### config.mk
export PLATFORM = sky130hd
export DESIGN_NAME = humidity_temp_frame_decoder_unit_flat
export DESIGN_NICKNAME = d
export VERILOG_FILES = /design/src/htfd_pkg.sv /design/src/htfd_if.sv /design/src/htfd_front.sv /design/src/htfd_fifo.sv /design/src/htfd_back.sv /design/src/humidity_temp_frame_decoder_unit.sv /design/src/flat_wrapper.sv
export SDC_FILE = /design/constraint.sdc
export NUM_CORES = 1
export LEC_CHECK = 0
export BUFFER_PORTS_ARGS = -buffer_cell sky130_fd_sc_hd__buf_2
export CORE_UTILIZATION = 60
export DETAILED_ROUTE_END_ITERATION = 6
export GPL_TIMING_DRIVEN = 1
export PLACE_DENSITY_LB_ADDON = 0.05
export SYNTH_ARGS = -nofsm -noshare
export SYNTH_HDL_FRONTEND = slang
export SYNTH_SLANG_ARGS = --single-unit
### constraint.sdc
create_clock -name i_clk -period 9.7 [get_ports i_clk]
set_clock_uncertainty 0.1 [all_clocks]
set_input_delay 1.94 -clock i_clk [delete_from_list [all_inputs] [get_ports i_clk]]
set_output_delay 1.94 -clock i_clk [all_outputs]
set_load 0.005 [all_outputs]
### src/htfd_pkg.sv
package htfd_pkg;

    localparam logic [7:0]  CrcPoly    = 8'h31;
    localparam logic [7:0]  CrcInit    = 8'hFF;

    localparam int          QueueDepth = 2;

    localparam logic [14:0] TempSpan   = 15'd17500;
    localparam logic [13:0] HumSpan    = 14'd10000;
    localparam logic [15:0] HalfScale  = 16'd32767;
    localparam logic [15:0] TempOffset = 16'd4500;

    localparam int          TempProdW  = 31;
    localparam int          HumProdW   = 30;
    localparam int          TempW      = 15;
    localparam int          HumW       = 14;

    typedef struct packed {
        logic [15:0] raw_temp;
        logic [15:0] raw_hum;
        logic        temp_ok;
        logic        hum_ok;
    } t_frame;

    function automatic logic [7:0] crc8_update(input logic [7:0] crc, input logic [7:0] data);
        logic [7:0] v;
        v = crc ^ data;
        for (int i = 0; i < 8; i++) begin
            v = v[7] ? ((v << 1) ^ CrcPoly) : (v << 1);
        end
        return v;
    endfunction

endpackage

### src/htfd_if.sv
interface htfd_in_if;
    logic       valid;
    logic       ready;
    logic [7:0] rx_byte;
    logic       frame_start;

    modport source (output valid, rx_byte, frame_start, input ready);
    modport sink (input valid, rx_byte, frame_start, output ready);
endinterface

interface htfd_out_if;
    logic               valid;
    logic               ready;
    logic signed [14:0] temp_centi;
    logic [13:0]        hum_centi;
    logic               temp_check_ok;
    logic               hum_check_ok;
    logic               frame_good;

    modport source (output valid, temp_centi, hum_centi, temp_check_ok, hum_check_ok,
                    frame_good, input ready);
    modport sink (input valid, temp_centi, hum_centi, temp_check_ok, hum_check_ok,
                  frame_good, output ready);
endinterface

### src/htfd_front.sv
module htfd_front (
    input  logic             i_clk,
    input  logic             i_rst_n,
    htfd_in_if.sink          i_byte,
    input  logic             i_full,
    output logic             o_push,
    output htfd_pkg::t_frame o_frame
);
    import htfd_pkg::*;

    typedef enum logic [2:0] {
        PosTempHi,
        PosTempLo,
        PosTempCrc,
        PosHumHi,
        PosHumLo,
        PosHumCrc
    } t_pos;

    t_pos        r_pos, n_pos, w_pos;
    logic [7:0]  r_crc, n_crc, w_crc, w_upd;
    logic [15:0] r_temp, n_temp;
    logic [15:0] r_hum, n_hum;
    logic        r_tok, n_tok;
    logic        w_acc;

    assign i_byte.ready = !i_full;
    assign w_acc        = i_byte.valid && i_byte.ready;

    always_comb begin
        w_pos  = i_byte.frame_start ? PosTempHi : r_pos;
        w_crc  = i_byte.frame_start ? CrcInit : r_crc;
        w_upd  = crc8_update(w_crc, i_byte.rx_byte);
        n_pos  = r_pos;
        n_crc  = r_crc;
        n_temp = r_temp;
        n_hum  = r_hum;
        n_tok  = r_tok;
        o_push = 1'b0;
        o_frame.raw_temp = r_temp;
        o_frame.raw_hum  = r_hum;
        o_frame.temp_ok  = r_tok;
        o_frame.hum_ok   = (w_crc == i_byte.rx_byte);
        if (w_acc) begin
            unique case (w_pos)
                PosTempHi: begin
                    n_crc  = w_upd;
                    n_temp = {i_byte.rx_byte, r_temp[7:0]};
                    n_pos  = PosTempLo;
                end
                PosTempLo: begin
                    n_crc  = w_upd;
                    n_temp = {r_temp[15:8], i_byte.rx_byte};
                    n_pos  = PosTempCrc;
                end
                PosTempCrc: begin
                    n_tok = (w_crc == i_byte.rx_byte);
                    n_crc = CrcInit;
                    n_pos = PosHumHi;
                end
                PosHumHi: begin
                    n_crc = w_upd;
                    n_hum = {i_byte.rx_byte, r_hum[7:0]};
                    n_pos = PosHumLo;
                end
                PosHumLo: begin
                    n_crc = w_upd;
                    n_hum = {r_hum[15:8], i_byte.rx_byte};
                    n_pos = PosHumCrc;
                end
                default: begin
                    o_push = 1'b1;
                    n_crc  = CrcInit;
                    n_pos  = PosTempHi;
                end
            endcase
        end
    end

    always_ff @(posedge i_clk) begin
        if (!i_rst_n) begin
            r_pos <= PosTempHi;
            r_crc <= CrcInit;
        end else begin
            r_pos <= n_pos;
            r_crc <= n_crc;
        end
    end

    always_ff @(posedge i_clk) begin
        r_temp <= n_temp;
        r_hum  <= n_hum;
        r_tok  <= n_tok;
    end

endmodule

### src/htfd_fifo.sv
module htfd_fifo #(
    parameter int DEPTH = htfd_pkg::QueueDepth
) (
    input  logic             i_clk,
    input  logic             i_rst_n,
    input  logic             i_push,
    input  htfd_pkg::t_frame i_data,
    output logic             o_full,
    input  logic             i_pop,
    output htfd_pkg::t_frame o_data,
    output logic             o_empty
);
    import htfd_pkg::*;

    localparam int PtrW = (DEPTH > 1) ? $clog2(DEPTH) : 1;
    localparam int CntW = $clog2(DEPTH + 1);

    t_frame          r_mem [DEPTH];
    t_frame          r_out;
    logic            r_ov;
    logic [PtrW-1:0] r_wr, r_rd;
    logic [CntW-1:0] r_cnt;
    logic            w_mem_empty, w_load, w_bypass, w_inc, w_dec;

    assign w_mem_empty = (r_cnt == '0);
    assign w_load      = !r_ov || i_pop;
    assign w_bypass    = i_push && w_mem_empty && w_load;
    assign w_inc       = i_push && !w_bypass;
    assign w_dec       = w_load && !w_mem_empty;
    assign o_full      = (r_cnt == CntW'(DEPTH));
    assign o_empty     = !r_ov;
    assign o_data      = r_out;

    always_ff @(posedge i_clk) begin
        if (!i_rst_n) begin
            r_ov  <= 1'b0;
            r_wr  <= '0;
            r_rd  <= '0;
            r_cnt <= '0;
        end else begin
            if (w_load) begin
                r_ov <= i_push || !w_mem_empty;
            end
            if (w_inc) begin
                r_wr <= (r_wr == PtrW'(DEPTH - 1)) ? '0 : r_wr + 1'b1;
            end
            if (w_dec) begin
                r_rd <= (r_rd == PtrW'(DEPTH - 1)) ? '0 : r_rd + 1'b1;
            end
            if (w_inc && !w_dec) begin
                r_cnt <= r_cnt + 1'b1;
            end else if (w_dec && !w_inc) begin
                r_cnt <= r_cnt - 1'b1;
            end
        end
    end

    always_ff @(posedge i_clk) begin
        if (w_inc) begin
            r_mem[r_wr] <= i_data;
        end
        if (w_dec) begin
            r_out <= r_mem[r_rd];
        end else if (w_bypass) begin
            r_out <= i_data;
        end
    end

endmodule

### src/htfd_back.sv
module htfd_back (
    input  logic             i_clk,
    input  logic             i_rst_n,
    input  logic             i_empty,
    input  htfd_pkg::t_frame i_frame,
    output logic             o_pop,
    htfd_out_if.source       o_result
);
    import htfd_pkg::*;

    // Exact floor(x / 65535) for quotients below 65536.
    function automatic logic [15:0] div_full_scale(input logic [31:0] x);
        logic [31:0] s;
        s = x + {16'd0, x[31:16]} + 32'd1;
        return s[31:16];
    endfunction

    logic                 r_v1, r_v2;
    logic [TempProdW-1:0] r_tprod;
    logic [HumProdW-1:0]  r_hprod;
    logic                 r_tok1, r_hok1;
    logic                 w_adv1, w_adv2;
    logic [15:0]          w_tq, w_hq, w_temp;

    assign w_adv2 = !r_v2 || o_result.ready;
    assign w_adv1 = !r_v1 || w_adv2;
    assign o_pop  = !i_empty && w_adv1;

    assign w_tq   = div_full_scale(32'(r_tprod));
    assign w_hq   = div_full_scale(32'(r_hprod));
    assign w_temp = w_tq - TempOffset;

    assign o_result.valid = r_v2;

    always_ff @(posedge i_clk) begin
        if (!i_rst_n) begin
            r_v1 <= 1'b0;
            r_v2 <= 1'b0;
        end else begin
            if (w_adv1) begin
                r_v1 <= !i_empty;
            end
            if (w_adv2) begin
                r_v2 <= r_v1;
            end
        end
    end

    always_ff @(posedge i_clk) begin
        if (o_pop) begin
            r_tprod <= TempProdW'(TempSpan) * TempProdW'(i_frame.raw_temp)
                       + TempProdW'(HalfScale);
            r_hprod <= HumProdW'(HumSpan) * HumProdW'(i_frame.raw_hum)
                       + HumProdW'(HalfScale);
            r_tok1  <= i_frame.temp_ok;
            r_hok1  <= i_frame.hum_ok;
        end
        if (w_adv2 && r_v1) begin
            o_result.temp_centi    <= $signed(w_temp[TempW-1:0]);
            o_result.hum_centi     <= w_hq[HumW-1:0];
            o_result.temp_check_ok <= r_tok1;
            o_result.hum_check_ok  <= r_hok1;
            o_result.frame_good    <= r_tok1 & r_hok1;
        end
    end

endmodule

### src/humidity_temp_frame_decoder_unit.sv
// Channel    Dir  Word contents
// i_byte     in   rx_byte, frame_start
// o_result   out  temp_centi, hum_centi, temp_check_ok, hum_check_ok, frame_good
//
// One byte is taken per cycle unless the queue is full; the CRC-8 step and the frame position
// are updated in that cycle. The sixth byte of a frame queues a record, and its result passes
// through the queue, a multiply stage and a reciprocal divide stage into the output register.
// Reset clears the frame position, sets the running CRC to its seed and clears all valid flags.
// A stalled output holds its stages; bytes keep flowing until the queue is full.
module humidity_temp_frame_decoder_unit #(
    parameter int QUEUE_DEPTH = htfd_pkg::QueueDepth
) (
    input  logic       i_clk,
    input  logic       i_rst_n,
    htfd_in_if.sink    i_byte,
    htfd_out_if.source o_result
);
    import htfd_pkg::*;

    logic   w_push, w_full, w_pop, w_empty;
    t_frame w_frame_in, w_frame_out;

    htfd_front u_front (
        .i_clk   (i_clk),
        .i_rst_n (i_rst_n),
        .i_byte  (i_byte),
        .i_full  (w_full),
        .o_push  (w_push),
        .o_frame (w_frame_in)
    );

    htfd_fifo #(
        .DEPTH (QUEUE_DEPTH)
    ) u_fifo (
        .i_clk   (i_clk),
        .i_rst_n (i_rst_n),
        .i_push  (w_push),
        .i_data  (w_frame_in),
        .o_full  (w_full),
        .i_pop   (w_pop),
        .o_data  (w_frame_out),
        .o_empty (w_empty)
    );

    htfd_back u_back (
        .i_clk    (i_clk),
        .i_rst_n  (i_rst_n),
        .i_empty  (w_empty),
        .i_frame  (w_frame_out),
        .o_pop    (w_pop),
        .o_result (o_result)
    );

endmodule

### src/flat_wrapper.sv
// flat-port wrapper written by rule: the top's interface ports become plain ports
module humidity_temp_frame_decoder_unit_flat import htfd_pkg::*;
#(
    parameter int QUEUE_DEPTH = htfd_pkg::QueueDepth
)
  (i_clk, i_rst_n, i_byte_valid, i_byte_rx_byte, i_byte_frame_start, i_byte_ready, o_result_valid, o_result_temp_centi, o_result_hum_centi, o_result_temp_check_ok, o_result_hum_check_ok, o_result_frame_good, o_result_ready);
  htfd_in_if i_byte_i ();
  htfd_out_if o_result_i ();
  input  logic i_clk;
  input  logic i_rst_n;
  input wire logic [$bits(i_byte_i.valid)-1:0] i_byte_valid;
  input wire logic [$bits(i_byte_i.rx_byte)-1:0] i_byte_rx_byte;
  input wire logic [$bits(i_byte_i.frame_start)-1:0] i_byte_frame_start;
  output wire logic [$bits(i_byte_i.ready)-1:0] i_byte_ready;
  output wire logic [$bits(o_result_i.valid)-1:0] o_result_valid;
  output wire logic [$bits(o_result_i.temp_centi)-1:0] o_result_temp_centi;
  output wire logic [$bits(o_result_i.hum_centi)-1:0] o_result_hum_centi;
  output wire logic [$bits(o_result_i.temp_check_ok)-1:0] o_result_temp_check_ok;
  output wire logic [$bits(o_result_i.hum_check_ok)-1:0] o_result_hum_check_ok;
  output wire logic [$bits(o_result_i.frame_good)-1:0] o_result_frame_good;
  input wire logic [$bits(o_result_i.ready)-1:0] o_result_ready;
  assign i_byte_i.valid = i_byte_valid;
  assign i_byte_i.rx_byte = i_byte_rx_byte;
  assign i_byte_i.frame_start = i_byte_frame_start;
  assign i_byte_ready = i_byte_i.ready;
  assign o_result_valid = o_result_i.valid;
  assign o_result_temp_centi = o_result_i.temp_centi;
  assign o_result_hum_centi = o_result_i.hum_centi;
  assign o_result_temp_check_ok = o_result_i.temp_check_ok;
  assign o_result_hum_check_ok = o_result_i.hum_check_ok;
  assign o_result_frame_good = o_result_i.frame_good;
  assign o_result_i.ready = o_result_ready;
  humidity_temp_frame_decoder_unit #(.QUEUE_DEPTH(QUEUE_DEPTH)) u_core (.i_clk(i_clk), .i_rst_n(i_rst_n), .i_byte(i_byte_i), .o_result(o_result_i));
endmodule
==> metrics.md <==
| Metric | Value |
|---|---|
| Status | `finished, final reports clean` |
| Global-route wire length before repair | `52.61 mm` |
| CTS tree | `done` |
| Effective utilization at floorplan | `slightly above 60%` |
| Crit path buf inv count | `4` |
| Cell taking the most area after synthesis | `edfxtp_1` |
| Root Driver | `clkbuf_16` |
| Hold-fix buffers at CTS | `0` |
| Startpoint types | `flip-flop` |
| Vias per inst | `about 5.5` |
| Clock Sinks | `around 240` |
| Most common library cells after synthesis | `224 x edfxtp_1, 224 x inv_1, 196 x ha_1` |
| Synthesized netlist cell count | `roughly 1600` |
| Req. time, crit path | `a little under 10 ns` |
| Antenna viol nets, final | `0` |
| Row count | `between 60 and 70` |
| Max-Cap Viols | `0` |
| Die area | `roughly 29000 um^2` |
| Worst Tran Pin Value | `approximately 1.1 ns` |
| TritonRoute pass-1 iters | `5` |
| Critical Path AT | `a little over 6 ns` |
| Post-CTS sizing | `0` |
| Vias in the first global route | `roughly 11000` |
| # IOs | `between 40 and 50` |
| Worst setup EP type | `flip-flop` |
| DP Wirelength | `24.02 mm` |
| Nets | `1905` |
| Top post-synthesis cells by area | `edfxtp_1 39%, ha_1 14%, fa_1 9.3%, inv_1 4.9%, xnor2_1 4.5%` |
| CTS H-tree lvls | `1` |
| Later-pin clock latency in the skew report | `~0.53 ns` |
| Final core utilization | `about two thirds` |
| Clk pin slew, worst setup/hold paths | `0.06 ns` |
| Critical Path Max Stage Delay | `0.53 ns` |
| WL/cell | `15.54 um` |
| Area of the mapped netlist | `between 15000 and 20000 um^2` |
| Relative slew slack | `roughly a quarter` |
| Final setup fails | `0` |
| CP top delay family | `adder cells` |
| Grt ovf | `0` |
| RSZ-0062 raised after global routing | `no` |
| Yosys top cell area share | `between 30 and 40%` |
| Total global-route track usage | `between 20% and 30%` |
| Layout cells sized above 1 | `about 7.1%` |
| Layout fillers | `2244` |
| Seq/Total Area, Yosys | `about two fifths` |
| Net count after synthesis | `around 1900` |
| Pin count of the biggest net entering global routing | `70` |
| Most used DFF post-synth | `edfxtp_1` |
| Initial antenna violation count | `1` |
| Diode count | `0` |
| EDFF count, synth | `224` |
| Post-synth ARST share | `0%` |
| Synth Register Bits | `roughly 240` |
| Routed wire length | `about 31 mm` |
| Final cycle utilization of the critical path | `60.97%` |
| Core ar. | `between 20000 and 30000 um^2` |
| Clock Tree Buf Depth | `3` |
| Finished Cell Area | `18730 um^2` |
| Area growth syn-to-layout | `8.407%` |
| Crit path kind | `flip-flop to flip-flop` |
| Slowest cell on crit path | `fa_1` |
| CTS buffer count | `25` |
| Hold Fails Final Rpt | `0` |
| DR vias | `11090` |
| Worst-path maximum fanout | `13` |
| HP Class | `flip-flop to flip-flop` |
| Final-report max-slew violation count | `0` |
| Cell mode on critical path | `inv_1` |
| Fmax | `169.1 MHz` |
| Die Ht | `171.7 um` |
| I/O Buffers | `46` |
| Netlist cell types | `71` |
| Number of post-CTS setup repair buffers | `0` |
| Tmin final | `5.915 ns` |
| TNS Setup | `0 ns` |
| Initial DRC Count | `600` |
| Crit-path cells | `ha_1 -> inv_1 -> fa_1 -> inv_1 -> ha_1 -> fa_1 -> inv_1 -> fa_1 -> inv_1 -> ha_1 -> a21oi_1 -> o21ai_1 -> mux2_2 -> a311oi_1 -> and3b_1 -> nand4_1 -> nand2b_1 -> nor4_2 -> xor2_1` |
| Post-Syn Area per Cell | `approximately 11 um^2` |
| Post-route DRC | `0` |
| Die Span X | `about 170 um` |
| YS warnings | `0` |
| Placed instance area | `roughly 18000 um^2` |
| Gpl congestion | `between 0.8 and 0.9` |
==> worst reg2reg max path, cell delays in order (launching register included) <==
cell	delay, ns
edfxtp_1	0.51
ha_1	0.33
inv_1	0.05
fa_1	0.50
inv_1	0.04
ha_1	0.30
fa_1	0.48
inv_1	0.05
fa_1	0.53
inv_1	0.04
ha_1	0.49
a21oi_1	0.15
o21ai_1	0.28
mux2_2	0.39
a311oi_1	0.42
and3b_1	0.27
nand4_1	0.18
nand2b_1	0.25
nor4_2	0.19
xor2_1	0.11
==> logic make-up after synthesis <==
family	after synthesis	synth area share, %
simple gates	366	11.00
fa+ha+maj	277	23.52
buf+inv	264	5.807
compound gates	251	9.428
flops	243	41.13
xor+xnor	134	6.792
mux	40	2.324
==> area by class of cell <==
cell class	instances	area, um^2	share of cell area, %
inverters	224	840.8	4.489
repair buffers	54	290.3	1.550
clock buffers	29	640.6	3.420
well taps	378	473.0	2.525
clock inverters	16	146.4	0.7815
multi-input cells	1068	9233	49.29
flip-flops and latches	243	7108	37.95
==> cell usage in the layout (no fill, tap or decap), types with 4 or more instances in the layout <==
cell type / instances
nand2_1: 62
or3_1: 10
nor2b_1: 29
clkbuf_1: 4
xnor2_1: 89
nand4_1: 20
clkinv_1: 4
o21ai_0: 24
o21bai_1: 5
edfxtp_1: 224
xor2_1: 45
inv_1: 224
and2_1: 29
nand2b_1: 12
and4_1: 5
a21boi_0: 5
a211o_1: 9
ha_1: 196
mux2i_1: 39
and3_1: 14
dfxtp_1: 18
clkinv_2: 7
a21o_1: 19
nor4_2: 4
nor3_1: 27
nor2_1: 92
a21oi_1: 93
o211ai_1: 11
fa_1: 80
buf_4: 8
nor4_1: 10
a31oi_1: 4
o21a_1: 14
buf_2: 46
o21ai_1: 11
clkbuf_16: 25
o31ai_1: 9
nand3_1: 31
a211oi_1: 10
==> per-layer routing <==
metal	part of all wire [%]	track usage, %	vias up
met5	0	0	-
met4	2.1	5.241	0
met3	2.9	2.278	40
met2	47	38.16	195
met1	48	30.60	5254
li1	-	-	5603
==> metrics by stage <==
| step | worst slack, ns | instances | hold slack (ns) |
|---|---|---|---|
| after floorplan | 2.739 | 1575 | 0.3003 |
| after global placement | 4.001 | 1967 | 0.3039 |
| after detailed placement | 3.860 | 1967 | 0.3099 |
| after CTS | 3.837 | 2012 | 0.3280 |
| after global routing | 3.445 | 2012 | 0.3404 |
| final | 3.785 | 2012 | 0.3276 |
==> worst paths after layout <==
path,startpoint,to,slack (ns),depth (start not counted)
worst max-delay path,u_core.u_fifo.o_data[29],u_core.u_back.r_tprod[30],3.79,19
worst min-delay path,u_core.u_fifo.o_data[1],u_core.u_back.r_tok1,0.33,0
worst max register to register,u_core.u_fifo.o_data[29],u_core.u_back.r_tprod[30],3.79,19
worst min register to register,u_core.u_fifo.o_data[1],u_core.u_back.r_tok1,0.33,0
==> flip-flops by register name, summed over array words and instances, names as in the netlist, 2 cells and up, named ones only <==
register,cells
u_core.u_back.r_hprod,26
u_core.u_front.r_crc,8
u_core.u_back.r_tprod,29
u_core.u_front.r_temp,16
u_core.u_back.o_result.hum_centi,14
u_core.u_fifo.o_data,34
u_core.u_fifo.r_mem,68
u_core.u_back.o_result.temp_centi,15
u_core.u_front.r_pos,3
u_core.u_fifo.r_cnt,2
u_core.u_front.r_hum,16
Power is not shown: default switching activity piles up to over one toggle a cycle in this logic, so the estimate is an artifact.
